==> src/rtl/core/mp3_side_info_parser_assert.svh <==
// Assertion macros for the side-information parser.
// Used by mp3_side_info_parser.sv; expects signals clk and rst in scope.
`ifndef MP3_SIDE_INFO_PARSER_ASSERT_SVH
`define MP3_SIDE_INFO_PARSER_ASSERT_SVH

// Same-cycle implication, disabled during reset.
`define MSI_ASSERT_NOW(label, ante, cons, msg) \
  label: assert property (@(posedge clk) disable iff (rst) (ante) |-> (cons)) else $error(msg);

// Next-cycle implication, disabled during reset.
`define MSI_ASSERT_NEXT(label, ante, cons, msg) \
  label: assert property (@(posedge clk) disable iff (rst) (ante) |=> (cons)) else $error(msg);

`endif

==> src/rtl/core/msi_pkg.sv <==
// Types, codes and field width table for the side-information parser.
// No dependencies; imported by every module of the block.
`default_nettype none

package msi_pkg;

  localparam int unsigned SUBBLOCK_GAINS = 3;

  // input word, one side-information byte
  typedef struct packed {
    logic [7:0] data_byte;
    logic       first_byte;
    logic       single_channel;
  } in_word_t;

  typedef enum logic [3:0] {
    CODE_MDS     = 4'd0,
    CODE_SHARE   = 4'd1,
    CODE_LENGTH  = 4'd2,
    CODE_BIG     = 4'd3,
    CODE_GAIN    = 4'd4,
    CODE_COMP    = 4'd5,
    CODE_SWITCH  = 4'd6,
    CODE_TYPE    = 4'd7,
    CODE_MIXED   = 4'd8,
    CODE_TABLE   = 4'd9,
    CODE_SUBGAIN = 4'd10,
    CODE_REGION0 = 4'd11,
    CODE_REGION1 = 4'd12,
    CODE_PREFLAG = 4'd13,
    CODE_SCALE   = 4'd14,
    CODE_COUNT1  = 4'd15
  } field_code_t;

  // result word, one parsed field
  typedef struct packed {
    field_code_t field_code;
    logic        granule;
    logic        channel;
    logic [1:0]  slot;
    logic [11:0] value;
    logic        error;
    logic        last;
  } out_word_t;

  // queue entry handed from front to back
  typedef struct packed {
    logic [7:0] data_byte;
    logic       restart;
    logic       mono;
  } queue_entry_t;

  // engine status seen by the top level
  typedef struct packed {
    logic busy;
    logic halted;
  } eng_status_t;

  // parse steps; DR0/DR1/DERR emit a derived word without taking a bit
  typedef enum logic [4:0] {
    STEP_MDS     = 5'd0,
    STEP_PRIV    = 5'd1,
    STEP_SHARE   = 5'd2,
    STEP_LEN     = 5'd3,
    STEP_BIG     = 5'd4,
    STEP_GAIN    = 5'd5,
    STEP_COMP    = 5'd6,
    STEP_SWITCH  = 5'd7,
    STEP_TYPE    = 5'd8,
    STEP_MIXED   = 5'd9,
    STEP_WTABLE  = 5'd10,
    STEP_SUBGAIN = 5'd11,
    STEP_NTABLE  = 5'd12,
    STEP_R0      = 5'd13,
    STEP_R1      = 5'd14,
    STEP_PRE     = 5'd15,
    STEP_SCALE   = 5'd16,
    STEP_COUNT1  = 5'd17,
    STEP_DR0     = 5'd18,
    STEP_DR1     = 5'd19,
    STEP_DERR    = 5'd20,
    STEP_IDLE    = 5'd31
  } step_t;

  // bit count of the field parsed in a step
  function automatic logic [3:0] field_width(step_t s, logic mono);
    logic [3:0] w;
    case (s)
      STEP_MDS:     w = 4'd9;
      STEP_PRIV:    w = mono ? 4'd5 : 4'd3;
      STEP_SHARE:   w = 4'd4;
      STEP_LEN:     w = 4'd12;
      STEP_BIG:     w = 4'd9;
      STEP_GAIN:    w = 4'd8;
      STEP_COMP:    w = 4'd4;
      STEP_SWITCH:  w = 4'd1;
      STEP_TYPE:    w = 4'd2;
      STEP_MIXED:   w = 4'd1;
      STEP_WTABLE:  w = 4'd5;
      STEP_SUBGAIN: w = 4'd3;
      STEP_NTABLE:  w = 4'd5;
      STEP_R0:      w = 4'd4;
      STEP_R1:      w = 4'd3;
      default:      w = 4'd1;
    endcase
    return w;
  endfunction

endpackage

`default_nettype wire

==> src/rtl/core/msi_byte_queue.sv <==
// Front end: accepts side-information bytes and queues them for the engine.
// Depends on msi_pkg.
`default_nettype none

module msi_byte_queue
  import msi_pkg::*;
#(
  parameter int unsigned DEPTH = 4
) (
  input  wire          clk,
  input  wire          rst,
  input  wire          push_valid,
  output logic         push_ready,
  input  in_word_t     push_word,
  output logic         pop_valid,
  input  wire          pop,
  output queue_entry_t pop_entry
);

  localparam int unsigned PtrW = $clog2(DEPTH);
  localparam int unsigned CntW = $clog2(DEPTH + 1);
  localparam logic [PtrW-1:0] LastPtr = PtrW'(DEPTH - 1);
  localparam logic [CntW-1:0] FullCnt = CntW'(DEPTH);

  queue_entry_t    mem [DEPTH];
  logic [PtrW-1:0] wr_ptr;
  logic [PtrW-1:0] rd_ptr;
  logic [CntW-1:0] count;
  logic            do_push;
  logic            do_pop;
  queue_entry_t    entry;

  // a first byte marks a restart and carries the mono flag
  always_comb begin
    entry.data_byte = push_word.data_byte;
    entry.restart   = push_word.first_byte;
    entry.mono      = push_word.single_channel;
  end

  assign push_ready = (count != FullCnt);
  assign pop_valid  = (count != '0);
  assign do_push    = push_valid && push_ready;
  assign do_pop     = pop && pop_valid;
  assign pop_entry  = mem[rd_ptr];

  always_ff @(posedge clk) begin
    if (do_push) begin
      mem[wr_ptr] <= entry;
    end
  end

  always_ff @(posedge clk) begin
    if (rst) begin
      wr_ptr <= '0;
      rd_ptr <= '0;
      count  <= '0;
    end else begin
      if (do_push) begin
        wr_ptr <= (wr_ptr == LastPtr) ? '0 : wr_ptr + 1'b1;
      end
      if (do_pop) begin
        rd_ptr <= (rd_ptr == LastPtr) ? '0 : rd_ptr + 1'b1;
      end
      if (do_push && !do_pop) begin
        count <= count + 1'b1;
      end else if (do_pop && !do_push) begin
        count <= count - 1'b1;
      end
    end
  end

endmodule

`default_nettype wire

==> src/rtl/core/msi_field_engine.sv <==
// Back end: bit-serial side-information field parser with output register.
// Depends on msi_pkg; fed by msi_byte_queue.
`default_nettype none

module msi_field_engine
  import msi_pkg::*;
(
  input  wire          clk,
  input  wire          rst,
  input  wire          q_valid,
  output logic         q_pop,
  input  queue_entry_t q_entry,
  output logic         field_valid,
  input  wire          field_ready,
  output out_word_t    field_word,
  output eng_status_t  status
);

  // current byte
  logic [7:0] cur_byte, cur_byte_next;
  logic       byte_mono, byte_mono_next;
  logic       restart, restart_next;
  logic [3:0] rem, rem_next;
  logic       busy, busy_next;

  // parse state
  step_t       step, step_next;
  logic [11:0] bit_buffer, bit_buffer_next;
  logic [3:0]  bits_held, bits_held_next;
  logic        gran, gran_next;
  logic        chan, chan_next;
  logic [1:0]  slot_num, slot_num_next;
  logic        mono, mono_next;
  logic [1:0]  block_kind, block_kind_next;
  logic        mixed_flag, mixed_flag_next;

  // state as seen by this cycle, with a pending restart folded in
  step_t       eff_step;
  logic [11:0] eff_buffer;
  logic [3:0]  eff_held;
  logic        eff_gran, eff_chan, eff_mono, eff_mixed;
  logic [1:0]  eff_slot, eff_kind;

  logic        out_free, act, drop, done, emit;
  out_word_t   emit_word;
  logic [3:0]  rem_m1, held_inc;
  logic [11:0] shifted;
  logic        cur_bit;
  logic [11:0] r0;

  assign out_free = !field_valid || field_ready;

  always_comb begin
    eff_step   = restart ? STEP_MDS : step;
    eff_buffer = restart ? '0 : bit_buffer;
    eff_held   = restart ? '0 : bits_held;
    eff_gran   = restart ? 1'b0 : gran;
    eff_chan   = restart ? 1'b0 : chan;
    eff_slot   = restart ? '0 : slot_num;
    eff_mono   = restart ? byte_mono : mono;
    eff_kind   = restart ? '0 : block_kind;
    eff_mixed  = restart ? 1'b0 : mixed_flag;
  end

  assign rem_m1   = rem - 4'd1;
  assign cur_bit  = cur_byte[rem_m1[2:0]];
  assign shifted  = {eff_buffer[10:0], cur_bit};
  assign held_inc = eff_held + 4'd1;
  assign r0       = (eff_kind == 2'd2 && !eff_mixed) ? 12'd8 : 12'd7;

  always_comb begin
    cur_byte_next   = cur_byte;
    byte_mono_next  = byte_mono;
    restart_next    = restart;
    rem_next        = rem;
    busy_next       = busy;
    step_next       = step;
    bit_buffer_next = bit_buffer;
    bits_held_next  = bits_held;
    gran_next       = gran;
    chan_next       = chan;
    slot_num_next   = slot_num;
    mono_next       = mono;
    block_kind_next = block_kind;
    mixed_flag_next = mixed_flag;
    emit            = 1'b0;
    emit_word       = '0;
    q_pop           = 1'b0;

    drop = busy && (eff_step == STEP_IDLE);
    act  = busy && out_free && (eff_step != STEP_IDLE);

    if (act) begin
      restart_next    = 1'b0;
      step_next       = eff_step;
      bit_buffer_next = eff_buffer;
      bits_held_next  = eff_held;
      gran_next       = eff_gran;
      chan_next       = eff_chan;
      slot_num_next   = eff_slot;
      mono_next       = eff_mono;
      block_kind_next = eff_kind;
      mixed_flag_next = eff_mixed;
      emit_word.granule = eff_gran;
      emit_word.channel = eff_chan;

      if (eff_step inside {STEP_DR0, STEP_DR1, STEP_DERR}) begin
        emit = 1'b1;
        case (eff_step)
          STEP_DR0: begin
            emit_word.field_code = CODE_REGION0;
            emit_word.value      = r0;
            step_next            = STEP_DR1;
          end
          STEP_DR1: begin
            emit_word.field_code = CODE_REGION1;
            emit_word.value      = 12'd20 - r0;
            step_next            = STEP_PRE;
          end
          default: begin
            // window switching with block type zero
            emit_word.field_code = CODE_TYPE;
            emit_word.error      = 1'b1;
            emit_word.last       = 1'b1;
            step_next            = STEP_IDLE;
          end
        endcase
      end else begin
        rem_next        = rem_m1;
        bit_buffer_next = shifted;
        bits_held_next  = held_inc;
        if (held_inc == field_width(eff_step, eff_mono)) begin
          bit_buffer_next = '0;
          bits_held_next  = '0;
          emit            = 1'b1;
          emit_word.value = shifted;
          case (eff_step)
            STEP_MDS: begin
              emit_word.field_code = CODE_MDS;
              step_next            = STEP_PRIV;
            end
            STEP_PRIV: begin
              emit      = 1'b0;
              chan_next = 1'b0;
              step_next = STEP_SHARE;
            end
            STEP_SHARE: begin
              emit_word.field_code = CODE_SHARE;
              if (!eff_mono && !eff_chan) begin
                chan_next = 1'b1;
              end else begin
                chan_next = 1'b0;
                gran_next = 1'b0;
                step_next = STEP_LEN;
              end
            end
            STEP_LEN: begin
              emit_word.field_code = CODE_LENGTH;
              step_next            = STEP_BIG;
            end
            STEP_BIG: begin
              emit_word.field_code = CODE_BIG;
              step_next            = STEP_GAIN;
            end
            STEP_GAIN: begin
              emit_word.field_code = CODE_GAIN;
              step_next            = STEP_COMP;
            end
            STEP_COMP: begin
              emit_word.field_code = CODE_COMP;
              step_next            = STEP_SWITCH;
            end
            STEP_SWITCH: begin
              emit_word.field_code = CODE_SWITCH;
              slot_num_next        = '0;
              if (shifted[0]) begin
                step_next = STEP_TYPE;
              end else begin
                block_kind_next = '0;
                mixed_flag_next = 1'b0;
                step_next       = STEP_NTABLE;
              end
            end
            STEP_TYPE: begin
              emit_word.field_code = CODE_TYPE;
              block_kind_next      = shifted[1:0];
              step_next            = STEP_MIXED;
            end
            STEP_MIXED: begin
              emit_word.field_code = CODE_MIXED;
              mixed_flag_next      = shifted[0];
              slot_num_next        = '0;
              step_next            = STEP_WTABLE;
            end
            STEP_WTABLE: begin
              emit_word.field_code = CODE_TABLE;
              emit_word.slot       = eff_slot;
              if (eff_slot >= 2'd1) begin
                slot_num_next = '0;
                step_next     = STEP_SUBGAIN;
              end else begin
                slot_num_next = eff_slot + 2'd1;
              end
            end
            STEP_SUBGAIN: begin
              emit_word.field_code = CODE_SUBGAIN;
              emit_word.slot       = eff_slot;
              if (eff_slot == 2'(SUBBLOCK_GAINS - 1)) begin
                slot_num_next = '0;
                step_next     = (eff_kind == 2'd0) ? STEP_DERR : STEP_DR0;
              end else begin
                slot_num_next = eff_slot + 2'd1;
              end
            end
            STEP_NTABLE: begin
              emit_word.field_code = CODE_TABLE;
              emit_word.slot       = eff_slot;
              if (eff_slot >= 2'd2) begin
                slot_num_next = '0;
                step_next     = STEP_R0;
              end else begin
                slot_num_next = eff_slot + 2'd1;
              end
            end
            STEP_R0: begin
              emit_word.field_code = CODE_REGION0;
              step_next            = STEP_R1;
            end
            STEP_R1: begin
              emit_word.field_code = CODE_REGION1;
              step_next            = STEP_PRE;
            end
            STEP_PRE: begin
              emit_word.field_code = CODE_PREFLAG;
              step_next            = STEP_SCALE;
            end
            STEP_SCALE: begin
              emit_word.field_code = CODE_SCALE;
              step_next            = STEP_COUNT1;
            end
            STEP_COUNT1: begin
              emit_word.field_code = CODE_COUNT1;
              emit_word.last       = (eff_mono || eff_chan) && eff_gran;
              if (!eff_mono && !eff_chan) begin
                chan_next = 1'b1;
                step_next = STEP_LEN;
              end else if (!eff_gran) begin
                chan_next = 1'b0;
                gran_next = 1'b1;
                step_next = STEP_LEN;
              end else begin
                step_next = STEP_IDLE;
              end
            end
            default: begin
              emit      = 1'b0;
              step_next = STEP_IDLE;
            end
          endcase
        end
      end
    end

    // byte finished once halted, or all bits in and no derived word owed
    done = drop || (act && rem_next == 4'd0 &&
                    !(step_next inside {STEP_DR0, STEP_DR1, STEP_DERR}));

    if (done) begin
      busy_next = 1'b0;
    end
    if ((!busy || done) && q_valid) begin
      q_pop          = 1'b1;
      busy_next      = 1'b1;
      cur_byte_next  = q_entry.data_byte;
      byte_mono_next = q_entry.mono;
      restart_next   = q_entry.restart;
      rem_next       = 4'd8;
    end
  end

  always_ff @(posedge clk) begin
    if (rst) begin
      busy        <= 1'b0;
      restart     <= 1'b0;
      rem         <= '0;
      step        <= STEP_IDLE;
      bit_buffer  <= '0;
      bits_held   <= '0;
      gran        <= 1'b0;
      chan        <= 1'b0;
      slot_num    <= '0;
      mono        <= 1'b0;
      block_kind  <= '0;
      mixed_flag  <= 1'b0;
      field_valid <= 1'b0;
    end else begin
      busy        <= busy_next;
      restart     <= restart_next;
      rem         <= rem_next;
      step        <= step_next;
      bit_buffer  <= bit_buffer_next;
      bits_held   <= bits_held_next;
      gran        <= gran_next;
      chan        <= chan_next;
      slot_num    <= slot_num_next;
      mono        <= mono_next;
      block_kind  <= block_kind_next;
      mixed_flag  <= mixed_flag_next;
      if (emit) begin
        field_valid <= 1'b1;
      end else if (field_ready) begin
        field_valid <= 1'b0;
      end
    end
  end

  // payload registers
  always_ff @(posedge clk) begin
    cur_byte  <= cur_byte_next;
    byte_mono <= byte_mono_next;
    if (emit) begin
      field_word <= emit_word;
    end
  end

  assign status.busy   = busy;
  assign status.halted = (step == STEP_IDLE);

endmodule

`default_nettype wire

==> src/rtl/core/mp3_side_info_parser.sv <==
// MPEG-1 Layer III side-information parser, top level.
// Depends on msi_pkg, msi_byte_queue, msi_field_engine and the assert header.
//
// Bytes of a frame's side information enter on the byte channel, most
// significant bit first; first_byte restarts the parse and samples
// single_channel. Every completed field leaves on the field channel as one
// word tagged with code, granule, channel and slot; private bits are
// skipped. With window switching the region counts are derived (8 for
// short blocks without mixing, else 7, and 20 minus that) and follow the
// last sub-block gain. Window switching with block type zero yields a
// single error word (type code, value 0, error and last set) and the parser
// then ignores bytes until the next first byte, as it does after reset and
// after the final count1 field. Rate: the field engine takes one bit per
// cycle while its output register can take a word; a derived region
// count or error word takes a step of its own and no bit. Once the parse
// halts, the unused rest of that byte is dropped whole, as is each ignored
// byte. A stalled field channel stalls the engine once its output register
// is full. A QUEUE_DEPTH-entry byte queue in front lets the upstream side
// burst while the engine works. There is no clearing pass after reset.
`default_nettype none

module mp3_side_info_parser
  import msi_pkg::*;
#(
  parameter int unsigned QUEUE_DEPTH = 4
) (
  input  wire       clk,
  input  wire       rst,
  input  wire       byte_valid,
  output logic      byte_ready,
  input  in_word_t  byte_word,
  output logic      field_valid,
  input  wire       field_ready,
  output out_word_t field_word
);

  logic         q_valid;
  logic         q_pop;
  queue_entry_t q_entry;
  eng_status_t  eng_status;

  // front: accept and queue bytes
  msi_byte_queue #(
    .DEPTH(QUEUE_DEPTH)
  ) u_queue (
    .clk        (clk),
    .rst        (rst),
    .push_valid (byte_valid),
    .push_ready (byte_ready),
    .push_word  (byte_word),
    .pop_valid  (q_valid),
    .pop        (q_pop),
    .pop_entry  (q_entry)
  );

  // back: bit-serial parse and result register
  msi_field_engine u_engine (
    .clk         (clk),
    .rst         (rst),
    .q_valid     (q_valid),
    .q_pop       (q_pop),
    .q_entry     (q_entry),
    .field_valid (field_valid),
    .field_ready (field_ready),
    .field_word  (field_word),
    .status      (eng_status)
  );

`include "mp3_side_info_parser_assert.svh"

  // an accepted byte is queued or already in the engine
  `MSI_ASSERT_NEXT(a_byte_held, byte_valid && byte_ready, q_valid || eng_status.busy, "byte lost")

  // the error word leaves the parser halted
  `MSI_ASSERT_NOW(a_err_halts, field_valid && field_word.error, eng_status.halted, "error without halt")

  // a normal last word is the final count1 of granule 1
  `MSI_ASSERT_NOW(a_last_count1, field_valid && field_word.last && !field_word.error, field_word.field_code == CODE_COUNT1 && field_word.granule, "bad last word")

endmodule

`default_nettype wire

==> config.mk <==
export PLATFORM = sky130hd
export DESIGN_NAME = mp3_side_info_parser
export DESIGN_NICKNAME = d
export VERILOG_FILES = /design/src/rtl/core/msi_pkg.sv /design/src/rtl/core/msi_byte_queue.sv /design/src/rtl/core/msi_field_engine.sv /design/src/rtl/core/mp3_side_info_parser.sv
export VERILOG_INCLUDE_DIRS = /design/src /design/src/rtl/core
export SDC_FILE = /design/constraint.sdc
export NUM_CORES = 1
export LEC_CHECK = 0
export BUFFER_PORTS_ARGS = -buffer_cell sky130_fd_sc_hd__buf_2
export CORE_AREA = 2 2 106 108
export CTS_CLUSTER_DIAMETER = 30
export DETAILED_ROUTE_END_ITERATION = 8
export DIE_AREA = 0 0 108 110
export PLACE_DENSITY_LB_ADDON = 0.25
export SYNTH_ARGS = -nofsm -noshare
export SYNTH_HDL_FRONTEND = slang
export SYNTH_HIERARCHICAL = 1
export SYNTH_SLANG_ARGS = --single-unit
==> constraint.sdc <==
create_clock -name clk -period 6.91 [get_ports clk]
set_clock_uncertainty 0.05 [all_clocks]
set_input_delay 2.073 -clock clk [delete_from_list [all_inputs] [get_ports clk]]
set_output_delay 2.073 -clock clk [all_outputs]
set_load 0.02 [all_outputs]
# Word-level counts from Yosys, hierarchy flattened
# Memory sizes are Yosys's and may differ from the RTL's. A register that Yosys moved wholly into a read port is not among the register bits.
# Index checks and enable logic that the tools add are counted.
# totals
register_bits,73
ramBits,40
inputBits,14
out_inout_bits,24
wordCells,209
mem_count,1
# op_classes
addsub,8
order_cmp,3
n_eq_ne,31
mux,91
bitwise,3
reduce_logical,46
# memory_table
memory,depth,word_bits,rd,rd_ports_with_merged_regs,wr,line,rtl
u_queue.mem,4,10,1,1,1,msi_byte_queue.sv:25,queue_entry_t mem [DEPTH];
# op_table
operator,count
5-bit one-hot mux with 18 select lines,1
4-bit one-hot mux with 15 select lines,1
5-bit 2-to-1 mux,10
5-bit == test (second input constant),9
4-bit 2-to-1 mux,11
5-bit by 4-bit == test with 1-bit output (second input constant),8
1-bit 2-to-1 mux,33
11-bit 2-to-1 mux,3
4-bit one-hot mux with 8 select lines,1
2-bit 2-to-1 mux,15
12-bit 2-to-1 mux,2
12-bit one-hot mux with 2 select lines,1
5-bit by 3-bit == test with 1-bit output (second input constant),4
17-bit OR reduction,1
3-bit 2-to-1 mux,5
1-bit logical AND,13
2-bit OR reduction,6
5-bit by 12-bit subtractor with 12-bit output (first input constant),1
5-bit by 2-bit == test with 1-bit output (second input constant),2
5-bit one-hot mux with 2 select lines,1
3-bit nonzero test,3
2-bit == test (second input constant),4
1-bit zero test,8
2-bit one-hot mux with 4 select lines,1
26 further kinds,38

# Longest topological paths before layout
# logic_depth
word_depth,22
mapped_depth,19
depth_no_buf,17

# Cells and area by module
# Netlist, hierarchy kept.
# modules_own_cells
module,n_inst,cells_per_inst,area_each_um2,seq_area_each_um2
msi_field_engine,1,439,3908.7,1631.6
msi_byte_queue,1,100,1919.3,1381.3

# Worst setup path after synthesis
# No wires, ideal clock.
# synth_timing
path_kind,input-to-reg
startpoint,in field_ready
endpoint,reg u_queue.count[2]
setup_time_ns,0.070
t_arrival_ns,5.163
t_required_ns,6.790
slack_ns,1.627
stages,15
path_buffers,1
cell_sequence,nand2b_1 -> and2_1 -> clkbuf_1 -> o21ai_0 -> nor4_1 -> a311o_1 -> or2_1 -> a32o_2 -> o31ai_1 -> ha_1 -> inv_1 -> fa_1 -> xor2_1 -> or3_2 -> a21oi_1
# synth_between
elab_chain_cells,16
elab_cells_between_ends,23
classes_between,eq/ne: 3; mux: 4; reduce/logical: 16
# synth_rtl
element,line,rtl
start: declaration,mp3_side_info_parser.sv:33,"input wire field_ready,"
1-bit logical OR *,msi_field_engine.sv:51,assign out_free = !field_valid || field_ready;
1-bit logical AND * (2 in a row),msi_field_engine.sv:91,act = busy && out_free && (eff_step != STEP_IDLE);
5-bit 2-to-1 mux,msi_field_engine.sv:93,if (act) begin
5-bit == test,msi_field_engine.sv:266,"!(step_next inside {STEP_DR0, STEP_DR1, STEP_DERR}));"
3-bit nonzero test,msi_field_engine.sv:266,
1-bit zero test,msi_field_engine.sv:266,
1-bit logical AND *,msi_field_engine.sv:265,done = drop || (act && rem_next == 4'd0 &&
1-bit logical OR *,msi_field_engine.sv:265,
1-bit logical OR *,msi_field_engine.sv:271,if ((!busy || done) && q_valid) begin
1-bit logical AND *,msi_field_engine.sv:271,
1-bit 2-to-1 mux *,msi_field_engine.sv:271,
via q_pop,mp3_side_info_parser.sv:38,logic q_pop;
1-bit logical AND *,msi_byte_queue.sv:43,assign do_pop = pop && pop_valid;
1-bit zero test,msi_byte_queue.sv:64,if (do_push && !do_pop) begin
1-bit logical AND,msi_byte_queue.sv:64,
3-bit 2-to-1 mux or 2-bit nonzero test (tied branches),--,
end signal: assignment,msi_byte_queue.sv:65,count <= count + 1'b1;
end signal: assignment,msi_byte_queue.sv:67,count <= count - 1'b1;
end: declaration,msi_byte_queue.sv:28,logic [CntW-1:0] count;
# The timed path passes the listed nets; every way through them passes the cells marked *.
# A chain may end at the register's enable or synchronous reset.

# Final worst setup path
# Same ends and word-level chain as after synthesis.

==> out/summary.txt <==
Final Wtd Congestion = 0.970
Syn nets = 563
NumNets Final = 589
Die area = 0.0119 mm²
Final period util = 0.797
Met2 Track Usage GR = 0.419
GR Util met3 = 0.0488
Slew Limit Fails = 0
Top Ports = 38
GR Util met1 = 0.298
DIE WIDTH = 108 µm
Fmax = 182 MHz
Final design utilization = 0.623
Total wire length = 13,500 µm
Post-cts resize count = 0
Deepest clock path buffer count = 2
Clock root buffer = clkbuf_8
Crit path DAT = 5.90 ns
# fillers = 852
Final setup violation count = 0
HPWL after DPL = 9020 µm
Avg Cell Area, Syn = 10.8 µm²
DP Worst Slack = 0.959 ns
Initial DRC count = 333
PnR worst setup slack = 1.40 ns
Setup TNS = 0 ns
Post-CTS setup buffers = 0
Crit path kind = input port to flop
Worst slew pin tran = 0.934 ns
First-pass GRT wire length = 21,800 µm
Rows = 38
Crit Path Max Fanout = 20
Antenna Diode Count = 0
Design Area, Final = 0.00666 mm²
Synth warnings = 6
Hold Fails Final Rpt = 0
Area taken by multi-input logic gates = 0.00257 mm²
Vias in the first global route = 4,204
Req. time, crit path = 7.30 ns
Post-cts hold buffer count = 0
H-tree depth = 4
DP Area = 0.00607 mm²
Reg area = 0.00301 mm²
Global route hottest layer = met2
Clk pin slew, worst setup/hold paths = 0.06 ns
Inserted Clock Buffers = 17
Max_slew headroom = 0.374
Core footprint = 0.0107 mm²
Vias = 4,357
Largest net degree at the start of global routing = 46
Maximum capacitance violations = 0
Layout area overhead = 14.6%
Startpoint types = input port
Wire per inst = 18.9 µm
CP Capture Type = flop
Min Hold Slack = 0.417 ns
Reg-to-reg slack, setup = 1.80 ns
Worst-skew pair later-pin latency = 0.52 ns
Ratio of cells with drive above 1 in the final layout = 0.200
Post-Synthesis Cells = 537
DRC violations left = 0
Unrepaired setup endpoints after global routing = false
Post-route ant nets = 0
Tmin final = 5.51 ns
Status = finished clean
P_leak = 2.51 nW
Grt ovf = 0
GRT Overall Usage = 0.245
Vias per cell = 6.09
Hold Crit Class = flop to flop
IO buf count = 37
Pwr dens = 374 mW/mm²
Synth Cell Area = 0.00582 mm²
# clock sinks = 115
Die H = 110 µm
Starting Density = 0.544
CTS tree = built
Peak VDD IR = 271 µV
Initial antenna violation count = 0
1st-pass router iterations = 5
==> sequential cells by signal, indices dropped and copies added (netlist names), 2 cells and up, named ones only <==
| register | count |
|---|---|
| u_queue/wr_ptr | 2 |
| u_engine/slot_num | 2 |
| u_queue/mem | 40 |
| u_engine/bits_held | 4 |
| u_engine/field_word | 22 |
| u_engine/step | 5 |
| u_queue/count | 3 |
| u_engine/cur_byte | 8 |
| u_engine/rem | 4 |
| u_engine/block_kind | 2 |
| u_engine/bit_buffer | 11 |
| u_queue/rd_ptr | 2 |
==> through the flow <==
step / std cells / power, W
floorplan: 537 / 0.00143
global placement: 684 / 0.00159
detailed placement: 684 / 0.00161
CTS: 715 / 0.00250
global route: 715 / 0.00262
finish: 715 / 0.00249
==> routing by layer <==
| layer | vias up | wire length [µm] |
|---|---|---|
| li1 | 2066 | - |
| met1 | 2099 | 5510 |
| met2 | 162 | 6920 |
| met3 | 30 | 648 |
| met4 | 0 | 411 |
| met5 | - | 0 |
==> path summary, 6_finish.rpt <==
path,from,endpoint,depth (start not counted)
setup reg to reg,u_engine/step[3]$_SDFF_PP1_,u_queue/count[2]$_SDFFE_PP0P_,15
setup / recovery,field_ready,u_queue/count[2]$_SDFFE_PP0P_,17
hold reg to reg,u_engine/bits_held[3]$_SDFFE_PP0P_,u_engine/bits_held[3]$_SDFFE_PP0P_,2
hold / removal,u_engine/bits_held[3]$_SDFFE_PP0P_,u_engine/bits_held[3]$_SDFFE_PP0P_,2
==> critical path: stages <==
cell	delay (ns)
buf_2	0.07
nand2b_1	0.22
o311a_1	0.50
nand2_1	0.18
buf_4	0.25
nand2_1	0.09
o31ai_1	0.07
a211oi_2	0.24
nand3_1	0.14
a32o_2	0.41
o31ai_1	0.21
ha_1	0.29
inv_1	0.06
fa_1	0.37
xor2_1	0.17
or3_2	0.42
a21oi_1	0.14
==> cells in the final DEF, fill, tap and decap left out, drive strengths merged, types with 8 or more instances in the layout <==
cell type / n
clkbuf: 17
nand2b: 13
a22oi: 15
dfxtp: 44
nor3: 12
nor2: 51
nand3: 15
ha: 11
mux2i: 8
buf: 45
and3: 17
inv: 19
mux4: 12
and2: 11
a21oi: 27
o21ai: 29
nand2: 35
edfxtp: 71
==> power by group <==
part	total (W)	internal, W	leakage (nW)	switching, W
Sequential	0.000925	0.000841	1.04	0.0000842
Combinational	0.000695	0.000263	1.19	0.000433
Clock	0.000873	0.000551	0.281	0.000322
==> area by class of cell <==
class | instances | area share
flip-flops and latches | 115 | 0.452
multi-input cells | 367 | 0.386
clock buffers | 17 | 0.0621
repair buffers | 45 | 0.0368
clock inverters | 14 | 0.0268
well taps | 140 | 0.0263
inverters | 17 | 0.00958
Power figures use the tool's default switching activity.
